File: src/sv/csfb_pkg.sv
// Package for the color sensor frequency balancer.
// Holds register indexes, widths and the sequencer's microcode table.
// No dependencies.
`default_nettype none

package csfb_pkg;

    localparam int WIN_WIDTH       = 24;
    localparam int SCALE_WIDTH     = 2;
    localparam int CFG_INDEX_WIDTH = 2;
    localparam int VALUE_WIDTH     = 8;
    localparam int PC_WIDTH        = 3;
    localparam int DIV_CNT_WIDTH   = 4;

    localparam logic [CFG_INDEX_WIDTH-1:0] REG_WINDOW_TICKS = 2'd0;
    localparam logic [CFG_INDEX_WIDTH-1:0] REG_FREQ_SCALE   = 2'd1;

    localparam logic [WIN_WIDTH-1:0]     WINDOW_RESET = 24'd100000;
    localparam logic [SCALE_WIDTH-1:0]   SCALE_RESET  = 2'd1;
    localparam logic [VALUE_WIDTH-1:0]   VALUE_MAX    = 8'hFF;
    localparam logic [DIV_CNT_WIDTH-1:0] DIV_TOP_BIT  = 4'd8;

    localparam logic [1:0] PHASE_RED   = 2'd0;
    localparam logic [1:0] PHASE_GREEN = 2'd1;
    localparam logic [1:0] PHASE_BLUE  = 2'd2;

    localparam logic [1:0] OP_TICK = 2'd0;
    localparam logic [1:0] OP_LOAD = 2'd1;
    localparam logic [1:0] OP_DIV  = 2'd2;
    localparam logic [1:0] OP_EMIT = 2'd3;

    localparam logic [1:0] COND_NEXT     = 2'd0;
    localparam logic [1:0] COND_NO_DIV   = 2'd1;
    localparam logic [1:0] COND_DIV_BUSY = 2'd2;
    localparam logic [1:0] COND_OUT_BUSY = 2'd3;

    typedef struct packed {
        logic [1:0]          op;
        logic [1:0]          color;
        logic [1:0]          cond;
        logic [PC_WIDTH-1:0] target;
    } ctrl_word_t;

    // When the condition holds the sequencer jumps to target, else it steps on.
    function automatic ctrl_word_t ucode(input logic [PC_WIDTH-1:0] pc);
        ctrl_word_t w;
        case (pc)
            3'd0:    w = '{OP_TICK, PHASE_RED,   COND_NO_DIV,   3'd0};
            3'd1:    w = '{OP_LOAD, PHASE_RED,   COND_NEXT,     3'd0};
            3'd2:    w = '{OP_DIV,  PHASE_RED,   COND_DIV_BUSY, 3'd2};
            3'd3:    w = '{OP_LOAD, PHASE_GREEN, COND_NEXT,     3'd0};
            3'd4:    w = '{OP_DIV,  PHASE_GREEN, COND_DIV_BUSY, 3'd4};
            3'd5:    w = '{OP_LOAD, PHASE_BLUE,  COND_NEXT,     3'd0};
            3'd6:    w = '{OP_DIV,  PHASE_BLUE,  COND_DIV_BUSY, 3'd6};
            3'd7:    w = '{OP_EMIT, PHASE_RED,   COND_OUT_BUSY, 3'd7};
            default: w = '{OP_TICK, PHASE_RED,   COND_NO_DIV,   3'd0};
        endcase
        return w;
    endfunction

endpackage

`default_nettype wire

File: src/sv/color_sensor_frequency_balancer_top.sv
// Top level of the color sensor frequency balancer: tick counting, filter
// sequencing and a microcoded white-balance divider. Depends on csfb_pkg.
`default_nettype none

// Each request is one sample tick of the sensor pin and yields one result that
// shows the filter-select levels for the window now running. A plain tick is
// handled without a stall while the output register is free. The tick that ends a
// measured blue window starts a short microcode program that runs the three
// count*255/reference divisions one after another on a single restoring divider,
// a load and nine compare-subtract steps per color, and then hands the result
// over once the output register is free. No request is taken during that program.
// Configuration is written through the cfg port, which is always ready.
module color_sensor_frequency_balancer_top
    import csfb_pkg::*;
#(
    parameter int COUNT_WIDTH = 16
)
(
    input  wire logic                       clk,
    input  wire logic                       rst_n,
    input  wire logic                       in_valid,
    output logic                            in_stall,
    input  wire logic                       sensor_level,
    input  wire logic                       recalibrate,
    output logic                            out_valid,
    input  wire logic                       out_stall,
    output logic                            filter_s2,
    output logic                            filter_s3,
    output logic [SCALE_WIDTH-1:0]          scale_pins,
    output logic                            color_valid,
    output logic [VALUE_WIDTH-1:0]          red_value,
    output logic [VALUE_WIDTH-1:0]          green_value,
    output logic [VALUE_WIDTH-1:0]          blue_value,
    output logic                            calibrating,
    input  wire logic                       cfg_valid,
    output logic                            cfg_ready,
    input  wire logic [CFG_INDEX_WIDTH-1:0] cfg_index,
    input  wire logic [WIN_WIDTH-1:0]       cfg_data
);

    localparam int NUM_WIDTH = COUNT_WIDTH + VALUE_WIDTH;
    localparam logic [COUNT_WIDTH-1:0] COUNT_MAX = {COUNT_WIDTH{1'b1}};

    logic [WIN_WIDTH-1:0]   window_reg;
    logic [SCALE_WIDTH-1:0] scale_reg;

    logic [COUNT_WIDTH-1:0] edge_reg, edge_next;
    logic [WIN_WIDTH-1:0]   tick_reg, tick_next;
    logic [1:0]             phase_reg, phase_next;
    logic                   prev_reg, prev_next;
    logic                   cal_reg, cal_next;
    logic [COUNT_WIDTH-1:0] round_reg [3];
    logic [COUNT_WIDTH-1:0] white_reg [3];

    logic [PC_WIDTH-1:0]      pc_reg, pc_next;
    logic [NUM_WIDTH-1:0]     rem_reg, rem_next;
    logic [NUM_WIDTH-1:0]     dsh_reg, dsh_next;
    logic [DIV_CNT_WIDTH-1:0] cnt_reg, cnt_next;
    logic [VALUE_WIDTH-1:0]   quo_reg, quo_next;
    logic                     sat_reg, sat_next;
    logic [VALUE_WIDTH-1:0]   res_reg [3];

    logic                   out_valid_reg;
    logic                   s2_reg, s3_reg, cv_reg, calib_reg;
    logic [SCALE_WIDTH-1:0] scale_out_reg;
    logic [VALUE_WIDTH-1:0] red_reg, green_reg, blue_reg;

    ctrl_word_t             cw;
    logic                   accept;
    logic                   out_busy;
    logic                   need_div;
    logic                   window_end;
    logic                   cond_true;
    logic                   div_ge;
    logic [1:0]             phase_cur;
    logic [WIN_WIDTH-1:0]   win_eff;
    logic [COUNT_WIDTH-1:0] edge_inc;
    logic [NUM_WIDTH-1:0]   numer;
    logic                   load_tick, load_emit;
    logic [1:0]             show_phase;
    logic                   show_cal;

    assign cw        = ucode(pc_reg);
    assign out_busy  = out_valid_reg && out_stall;
    assign in_stall  = (pc_reg != 3'd0) || out_busy;
    assign accept    = in_valid && !in_stall;
    assign cfg_ready = 1'b1;

    assign phase_cur = (phase_reg == 2'd3) ? PHASE_RED : phase_reg;
    assign win_eff   = (window_reg == '0) ? {{(WIN_WIDTH-1){1'b0}}, 1'b1} : window_reg;

    always_comb
    begin
        edge_next  = edge_reg;
        tick_next  = tick_reg;
        phase_next = phase_cur;
        prev_next  = prev_reg;
        cal_next   = cal_reg;
        edge_inc   = edge_reg;
        window_end = 1'b0;
        need_div   = 1'b0;
        if (recalibrate)
        begin
            edge_next  = '0;
            tick_next  = '0;
            phase_next = PHASE_RED;
            cal_next   = 1'b1;
            prev_next  = sensor_level;
        end
        else
        begin
            if (prev_reg && !sensor_level && (edge_reg != COUNT_MAX))
            begin
                edge_inc = edge_reg + 1'b1;
            end
            prev_next = sensor_level;
            tick_next = tick_reg + 1'b1;
            edge_next = edge_inc;
            if (tick_next >= win_eff)
            begin
                window_end = 1'b1;
                edge_next  = '0;
                tick_next  = '0;
                if (phase_cur == PHASE_BLUE)
                begin
                    phase_next = PHASE_RED;
                    if (cal_reg)
                    begin
                        cal_next = 1'b0;
                    end
                    else
                    begin
                        need_div = 1'b1;
                    end
                end
                else
                begin
                    phase_next = phase_cur + 1'b1;
                end
            end
        end
    end

    always_comb
    begin
        case (cw.cond)
            COND_NEXT:     cond_true = 1'b0;
            COND_NO_DIV:   cond_true = !(accept && need_div);
            COND_DIV_BUSY: cond_true = (cnt_reg != '0);
            COND_OUT_BUSY: cond_true = out_busy;
            default:       cond_true = 1'b0;
        endcase
        pc_next = cond_true ? cw.target : pc_reg + 1'b1;
    end

    assign numer  = {round_reg[cw.color], {VALUE_WIDTH{1'b0}}}
                  - {{VALUE_WIDTH{1'b0}}, round_reg[cw.color]};
    assign div_ge = (rem_reg >= dsh_reg);

    always_comb
    begin
        rem_next = rem_reg;
        dsh_next = dsh_reg;
        cnt_next = cnt_reg;
        quo_next = quo_reg;
        sat_next = sat_reg;
        case (cw.op)
            OP_LOAD:
            begin
                rem_next = numer;
                dsh_next = {white_reg[cw.color], {VALUE_WIDTH{1'b0}}};
                cnt_next = DIV_TOP_BIT;
                quo_next = '0;
                sat_next = (white_reg[cw.color] == '0);
            end
            OP_DIV:
            begin
                if (div_ge)
                begin
                    rem_next = rem_reg - dsh_reg;
                    if (cnt_reg == DIV_TOP_BIT)
                    begin
                        sat_next = 1'b1;
                    end
                    else
                    begin
                        quo_next[cnt_reg[2:0]] = 1'b1;
                    end
                end
                dsh_next = dsh_reg >> 1;
                cnt_next = cnt_reg - 1'b1;
            end
            default:
            begin
            end
        endcase
    end

    assign load_tick  = (cw.op == OP_TICK) && accept && !need_div;
    assign load_emit  = (cw.op == OP_EMIT) && !out_busy;
    assign show_phase = load_emit ? phase_reg : phase_next;
    assign show_cal   = load_emit ? cal_reg : cal_next;

    always_ff @(posedge clk or negedge rst_n)
    begin
        if (!rst_n)
        begin
            window_reg    <= WINDOW_RESET;
            scale_reg     <= SCALE_RESET;
            edge_reg      <= '0;
            tick_reg      <= '0;
            phase_reg     <= PHASE_RED;
            prev_reg      <= 1'b1;
            cal_reg       <= 1'b1;
            round_reg     <= '{default: '0};
            white_reg     <= '{default: '0};
            pc_reg        <= '0;
            cnt_reg       <= '0;
            out_valid_reg <= 1'b0;
        end
        else
        begin
            if (cfg_valid && cfg_ready)
            begin
                if (cfg_index == REG_WINDOW_TICKS)
                begin
                    window_reg <= cfg_data;
                end
                else if (cfg_index == REG_FREQ_SCALE)
                begin
                    scale_reg <= cfg_data[SCALE_WIDTH-1:0];
                end
            end
            pc_reg  <= pc_next;
            cnt_reg <= cnt_next;
            if (accept)
            begin
                edge_reg  <= edge_next;
                tick_reg  <= tick_next;
                phase_reg <= phase_next;
                prev_reg  <= prev_next;
                cal_reg   <= cal_next;
                if (recalibrate)
                begin
                    round_reg <= '{default: '0};
                end
                else if (window_end)
                begin
                    round_reg[phase_cur] <= edge_inc;
                    if ((phase_cur == PHASE_BLUE) && cal_reg)
                    begin
                        white_reg[0] <= round_reg[0];
                        white_reg[1] <= round_reg[1];
                        white_reg[2] <= edge_inc;
                    end
                end
            end
            if (load_tick || load_emit)
            begin
                out_valid_reg <= 1'b1;
            end
            else if (out_valid_reg && !out_stall)
            begin
                out_valid_reg <= 1'b0;
            end
        end
    end

    always_ff @(posedge clk)
    begin
        rem_reg <= rem_next;
        dsh_reg <= dsh_next;
        quo_reg <= quo_next;
        sat_reg <= sat_next;
        if ((cw.op == OP_DIV) && (cnt_reg == '0))
        begin
            res_reg[cw.color] <= sat_next ? VALUE_MAX : quo_next;
        end
        if (load_tick || load_emit)
        begin
            s2_reg        <= (show_phase == PHASE_GREEN);
            s3_reg        <= (show_phase == PHASE_GREEN) || (show_phase == PHASE_BLUE);
            scale_out_reg <= scale_reg;
            cv_reg        <= load_emit;
            calib_reg     <= show_cal;
            red_reg       <= load_emit ? res_reg[0] : '0;
            green_reg     <= load_emit ? res_reg[1] : '0;
            blue_reg      <= load_emit ? res_reg[2] : '0;
        end
    end

    assign out_valid   = out_valid_reg;
    assign filter_s2   = s2_reg;
    assign filter_s3   = s3_reg;
    assign scale_pins  = scale_out_reg;
    assign color_valid = cv_reg;
    assign red_value   = red_reg;
    assign green_value = green_reg;
    assign blue_value  = blue_reg;
    assign calibrating = calib_reg;

endmodule

`default_nettype wire

File: config.mk
export PLATFORM = sky130hd
export DESIGN_NAME = color_sensor_frequency_balancer_top
export DESIGN_NICKNAME = d
export VERILOG_FILES = /design/src/sv/csfb_pkg.sv /design/src/sv/color_sensor_frequency_balancer_top.sv
export SDC_FILE = /design/constraint.sdc
export NUM_CORES = 1
export LEC_CHECK = 0
export BUFFER_PORTS_ARGS = -buffer_cell sky130_fd_sc_hd__buf_2
export CAP_MARGIN = 20
export CORE_ASPECT_RATIO = 0.75
export CORE_MARGIN = 2
export CORE_UTILIZATION = 55
export DETAILED_ROUTE_END_ITERATION = 8
export PLACE_DENSITY = 0.69
export SLEW_MARGIN = 20
export SYNTH_ARGS = -nofsm -noshare
export SYNTH_HDL_FRONTEND = slang
export SYNTH_SLANG_ARGS = --single-unit
File: constraint.sdc
create_clock -name clk -period 6.15 [get_ports clk]
set_input_delay 0.9225 -clock clk [delete_from_list [all_inputs] [get_ports clk]]
set_output_delay 0.9225 -clock clk [all_outputs]
set_load 0.1 [all_outputs]
==> Word level (Yosys, flattened, before mapping) <==
Memories as Yosys holds them, arrays and structs flattened. A register that Yosys moved wholly into a read port is not among the register bits.
Cells that the tools add are included.
{ "totals": {"ram_bits": 24, "word_cells": 153, "romBits": 72, "input_bits": 33, "n_memories": 2, "out_inout_bits": 33, "reg_bits": 237} }
{ "op_classes": {"add_sub_neg": 7, "n_eq_ne": 14, "bitwise_logic": 5, "reduce_logical": 41, "n_mux": 52, "n_lt_le_gt_ge": 7} }
{ "memory_table": {"columns": ["memory", "words", "word_bits", "read_ports", "rd_ports_with_merged_regs", "wr", "line_no", "text"], "rows": [
  ["(name not given)", 8, 9, 1, 0, 0, "csfb_pkg.sv:47", "case (pc)"],
  ["res_reg", 3, 8, 3, 3, 1, "color_sensor_frequency_balancer_top.sv:61", "logic [VALUE_WIDTH-1:0] res_reg [3];"]
]} }
{ "ops": {"columns": ["op", "count"], "rows": [
  ["$mux 16", 9],
  ["$mux 24", 4],
  ["$mux 48", 2],
  ["$pmux 24 s2", 2],
  ["$bmux 16 s2", 2],
  ["$bwmux 48", 1],
  ["$ge 24x24->1", 2],
  ["$demux 16 s2", 1],
  ["$add 24x1->24 const B", 1],
  ["$logic_not 24->1", 1],
  ["$mux 8", 3],
  ["$sub 24x16->24", 1],
  ["$sub 24x24->24", 1],
  ["$mux 1", 17],
  ["$add 16x1->16 const B", 1],
  ["$logic_not 16->1", 1],
  ["$ne 16x16->1 const B", 1],
  ["$pmux 8 s2", 1],
  ["$eq 2x2->1 const B", 7],
  ["$logic_and 1x1->1", 13],
  ["$mux 2", 5],
  ["$logic_not 1->1", 9],
  ["$eq 2x1->1 const B", 4],
  ["$or 8x8->8", 1],
  ["other kinds (25)", 36]
]} }

==> Depth between registers and ports, before layout <==
{ "logic_depth": {"depth_word": 10, "mapped_depth": 20, "ltp_nobuf": 18} }

==> Worst setup path after synthesis <==
OpenSTA, ideal clock, no wires.
{ "synth_timing": {"path_type": "register -> register", "start": "register tick_reg[0]", "end": "register blue_reg[0] (netlist: blue_value[0]) (read register of res_reg), enable pin", "setup_time_ns": 0.387, "required_time_ns": 5.763, "synth_period_minus_slack_ns": 4.134, "n_path_buf": 2, "path_slack_ns": 2.016, "stages_incl_launch_ff": 18, "arrival_ns": 3.747, "path_cell_list": "dfrtp_1 > ha_1 > nand3_1 > nor2_1 > and3_1 > clkbuf_1 > nand4_1 > nor3_1 > xor2_1 > ha_1 > a21o_1 > a21o_1 > a21oi_1 > o21ai_0 > clkbuf_1 > o21ai_0 > nand3_1 > nand2_1"} }
{ "synth_via": {"elab_chain_cells": 7} }
{ "synth_rtl": {"columns": ["element", "line_no", "text"], "rows": [
  ["from (decl)", "color_sensor_frequency_balancer_top.sv:48", "logic [WIN_WIDTH-1:0] tick_reg, tick_next;"],
  ["from (signal assigned)", "color_sensor_frequency_balancer_top.sv:239", "tick_reg <= tick_next;"],
  ["$add 24x1->24", "color_sensor_frequency_balancer_top.sv:117", "tick_next = tick_reg + 1'b1;"],
  ["$ge 24x24->1", "color_sensor_frequency_balancer_top.sv:119", "if (tick_next >= win_eff)"],
  ["$mux 1", "color_sensor_frequency_balancer_top.sv:119", null],
  ["$mux 1", "color_sensor_frequency_balancer_top.sv:102", "if (recalibrate)"],
  ["$logic_not 1->1", "color_sensor_frequency_balancer_top.sv:199", "assign load_tick = (cw.op == OP_TICK) && accept && !need_div;"],
  ["$logic_and 1x1->1", "color_sensor_frequency_balancer_top.sv:199", null],
  ["$logic_or 1x1->1", "color_sensor_frequency_balancer_top.sv:279", "if (load_tick || load_emit)"],
  ["to (decl)", "color_sensor_frequency_balancer_top.sv:66", "logic [VALUE_WIDTH-1:0] red_reg, green_reg, blue_reg;"]
]} }
No other way between the ends.
A chain may end at the register's enable or synchronous reset.

==> Worst setup path in the final report <==
{ "layout_timing": {"start": "register tick_reg[0]", "end": "register tick_reg[21]"} }
{ "layout_via": {"elab_chain_cells": 4} }
{ "layout_rtl": {"columns": ["element", "line_no"], "rows": [
  ["$add 24x1->24 *", "color_sensor_frequency_balancer_top.sv:117"],
  ["$ge 24x24->1", "color_sensor_frequency_balancer_top.sv:119"],
  ["$mux 24 *", "color_sensor_frequency_balancer_top.sv:119"],
  ["$mux 24 *", "color_sensor_frequency_balancer_top.sv:102"]
]} }
Every way passes the cells marked *; elsewhere a longest branch is shown, timed or not.

==> metrics.cfg <==
[outcome]
outcome = complete, no violations

[final_layout]
drive_gt1_share_pct = 13.4
multi_input_area_um2 = 7240
nets = 1646
layout_commonest_cell = dfrtp_1
fillers = 2305
layout_common_cells = dfrtp_1, nand2_1, edfxtp_1
areaGrowthSynthToFinish_pct = 10.5
regArea_um2 = 7610
insertedDiodeCount = 0

[global_route]
grtUsageTotal_pct = 27.2
grt_remaining_overflow = 0
antenna_found_initial = 0
grt_pass1_vias = 11100
grt_max_degree = 84
grt_first_pass_wirelength_um = 62600

[timing]
tightest_slew_ns = 0.952
grt_setup_unrepaired = false
hold_viol_final = 0
slew_violations = 0
slew_headroom_pct = 36.4
fmax_ghz = 0.213
fin_setup_tns_ns = 0
fin_crit_sh_pct = 76.5
skew_ns = 0.0103
period_minus_slack_ns = 4.71
setup_viol = 0

[detailed_routing]
ant_nets = 0
vias = 11600
drt_iter0_drc = 1058
drc_errors = 0
wirelength_um = 38600
via_per_inst = 6.07
wl_per_cell_um = 20.1
dr.pass1.iters = 5

[floorplanning]
initial_core_util_pct = 55.5
core_um2 = 27800
dieWidth_um = 197
dieArea_um2 = 29400
core.rowCount = 53
ios = 66
die_height_um = 149

[power]
seqPwrFrac_pct = 33.8
powerDensity_nw_per_um2 = 467
total_power_mw = 7.95
sw_frac_of_total_pct = 42.2
combinationalPowerShare_pct = 43.5
power.switching_mw = 3.36
leakagePower_nw = 7.57
clock_power_share_pct = 22.7
ir_worst_vdd_mv = 0.433
intPower_mw = 4.60

[logic_synthesis]
synth_fp_nets = 1606
ys_seq_area_share_pct = 49.3
avgSynthCellArea_um2 = 10.3
ys_types = 78
synth_ff_type = dfrtp_1
synth_warnings = 0
ys_async_sr_fraction_pct = 61.1
yosysTopAreaCell = dfrtp_1
synth.cell_area_um2 = 15400
synth_edf_count = 102
synth.top_cell.area_share_pct = 26.8
synth_seq_cells = 285
synth_top_cells_by_area = dfrtp_1, edfxtp_1, ha_1
netlist_instances = 1497

[critical_path]
start_kind = flop
crit_fanout = 14
required_ns = 6.59
path_class = reg2reg
crit_path_start = tick_reg[0]$_DFFE_PN0P_
r2r_start = tick_reg[0]$_DFFE_PN0P_
crit_arrival_ns = 5.15
crit_path_end_kind = flop

[clocking]
cts_buffers = 30
root_buffer = clkbuf_16
cts.htree.levels = 1
cts_setup_buffers = 0
cts.repair.resized = 0
insertion_delay_ns = 0.57
clock_path_buffers = 3
ctsHoldBuffers = 0
cts_tree = yes
cts_sinks = 285
clk_pin_slew_ns = 0.06

[placed_design]
gp_congestion = 0.906
hpwl_um = 27200
io_buffers = 64

[flow_run]
drv_cap = 0

[hold_path]
min_path_type = in2async

[power by group through the flow]
stage	registers (mW)	clock network (mW)	logic (mW)
2_1_floorplan	3.19	0	2.16
3_3_place_gp	2.71	0	3.38
3_5_place_dp	2.71	0	3.44
4_1_cts	2.69	1.84	3.45
5_1_grt	2.72	1.93	3.81
6_report	2.69	1.80	3.46
[metrics by stage]
step	cell area [µm²]	cells	setup WS, ns	util [%]	hold WS (ns)
after floorplan	15400	1497	2.02	-	0.414
after global placement	16100	1862	1.64	57.8	0.430
after detailed placement	16100	1862	1.62	57.8	0.432
after CTS	17000	1918	1.53	61.3	0.431
after global routing	17000	1918	1.03	61.3	0.464
final	17000	1918	1.44	61.3	0.416
[cells in the mapped netlist (9+ instances only)]
cell type,number
nor4_1,12
nand2_1,153
xnor2_1,49
mux2_2,45
o2bb2ai_1,10
and3_1,40
ha_1,75
a211oi_1,12
o211ai_1,9
nand2b_1,16
o31ai_1,11
nand3_1,49
buf_2,14
nand4_1,14
dfstp_2,9
mux2i_1,23
xor2_1,34
o21ai_0,92
nor3_1,17
inv_1,76
edfxtp_1,102
dfrtp_1,165
and2_1,9
clkbuf_1,55
a21oi_1,77
nor2b_1,16
a22o_1,67
dfxtp_1,9
nor2_1,89
a21o_1,36
[worst max-delay path, cell delays in order (launching register included)]
cell and delay (ns):
dfrtp_1 0.44, nand2_1 0.10, nor2_1 0.21, nand3_1 0.27, nor2_1 0.28, nand3_1 0.32, nor2_1 0.25, xor2_1 0.25
ha_1 0.29, a21o_1 0.18, a21o_1 0.18, a21oi_1 0.14, o21ai_0 0.11, buf_4 0.20, nor3_2 0.44, buf_4 0.31
nand2_1 0.22, o41ai_1 0.36
[per-layer routing]
layer	global-route usage (%)	vias up	wire length, µm
li1	-	5505	-
met1	43.4	5667	19200
met2	37.6	425	15600
met3	6.40	52	3220
met4	4.70	0	558
met5	0	-	0
[area by class of cell]
class | instances | share of cell area, %
Multi-Input combinational cell | 1060 | 42.5
Sequential cell | 285 | 44.7
Tap cell | 357 | 2.62
Clock buffer | 34 | 4.50
Timing Repair Buffer | 84 | 2.80
Inverter | 76 | 1.67
Clock inverter | 22 | 1.23
[final timing paths]
check	to	slack, ns	cells after the start
max reg2reg	tick_reg[21]$_DFFE_PN0P_	1.44	17
max	tick_reg[21]$_DFFE_PN0P_	1.44	17
max in group asynchronous	out_valid$_DFFE_PN0P_	4.34	2
min in group clk	quo_reg[4]$_DFF_P_	0.45	2
min	round_reg[17]$_DFFE_PN0P_	0.42	1
min reg2reg	quo_reg[4]$_DFF_P_	0.45	2
[cells by family (layout without fill, tap and decap cells)]
family | Yosys count | after routing | synth area share (%)
buf+inv | 152 | 216 | 3.96
flops | 285 | 285 | 49.3
other cells | 1 | 1 | 0.0243
compound gates | 385 | 385 | 17.0
fa+ha+maj | 76 | 76 | 6.22
simple gates | 447 | 447 | 14.0
mux | 68 | 68 | 4.78
xor+xnor | 83 | 83 | 4.71
Power figures use the tool's default switching activity.
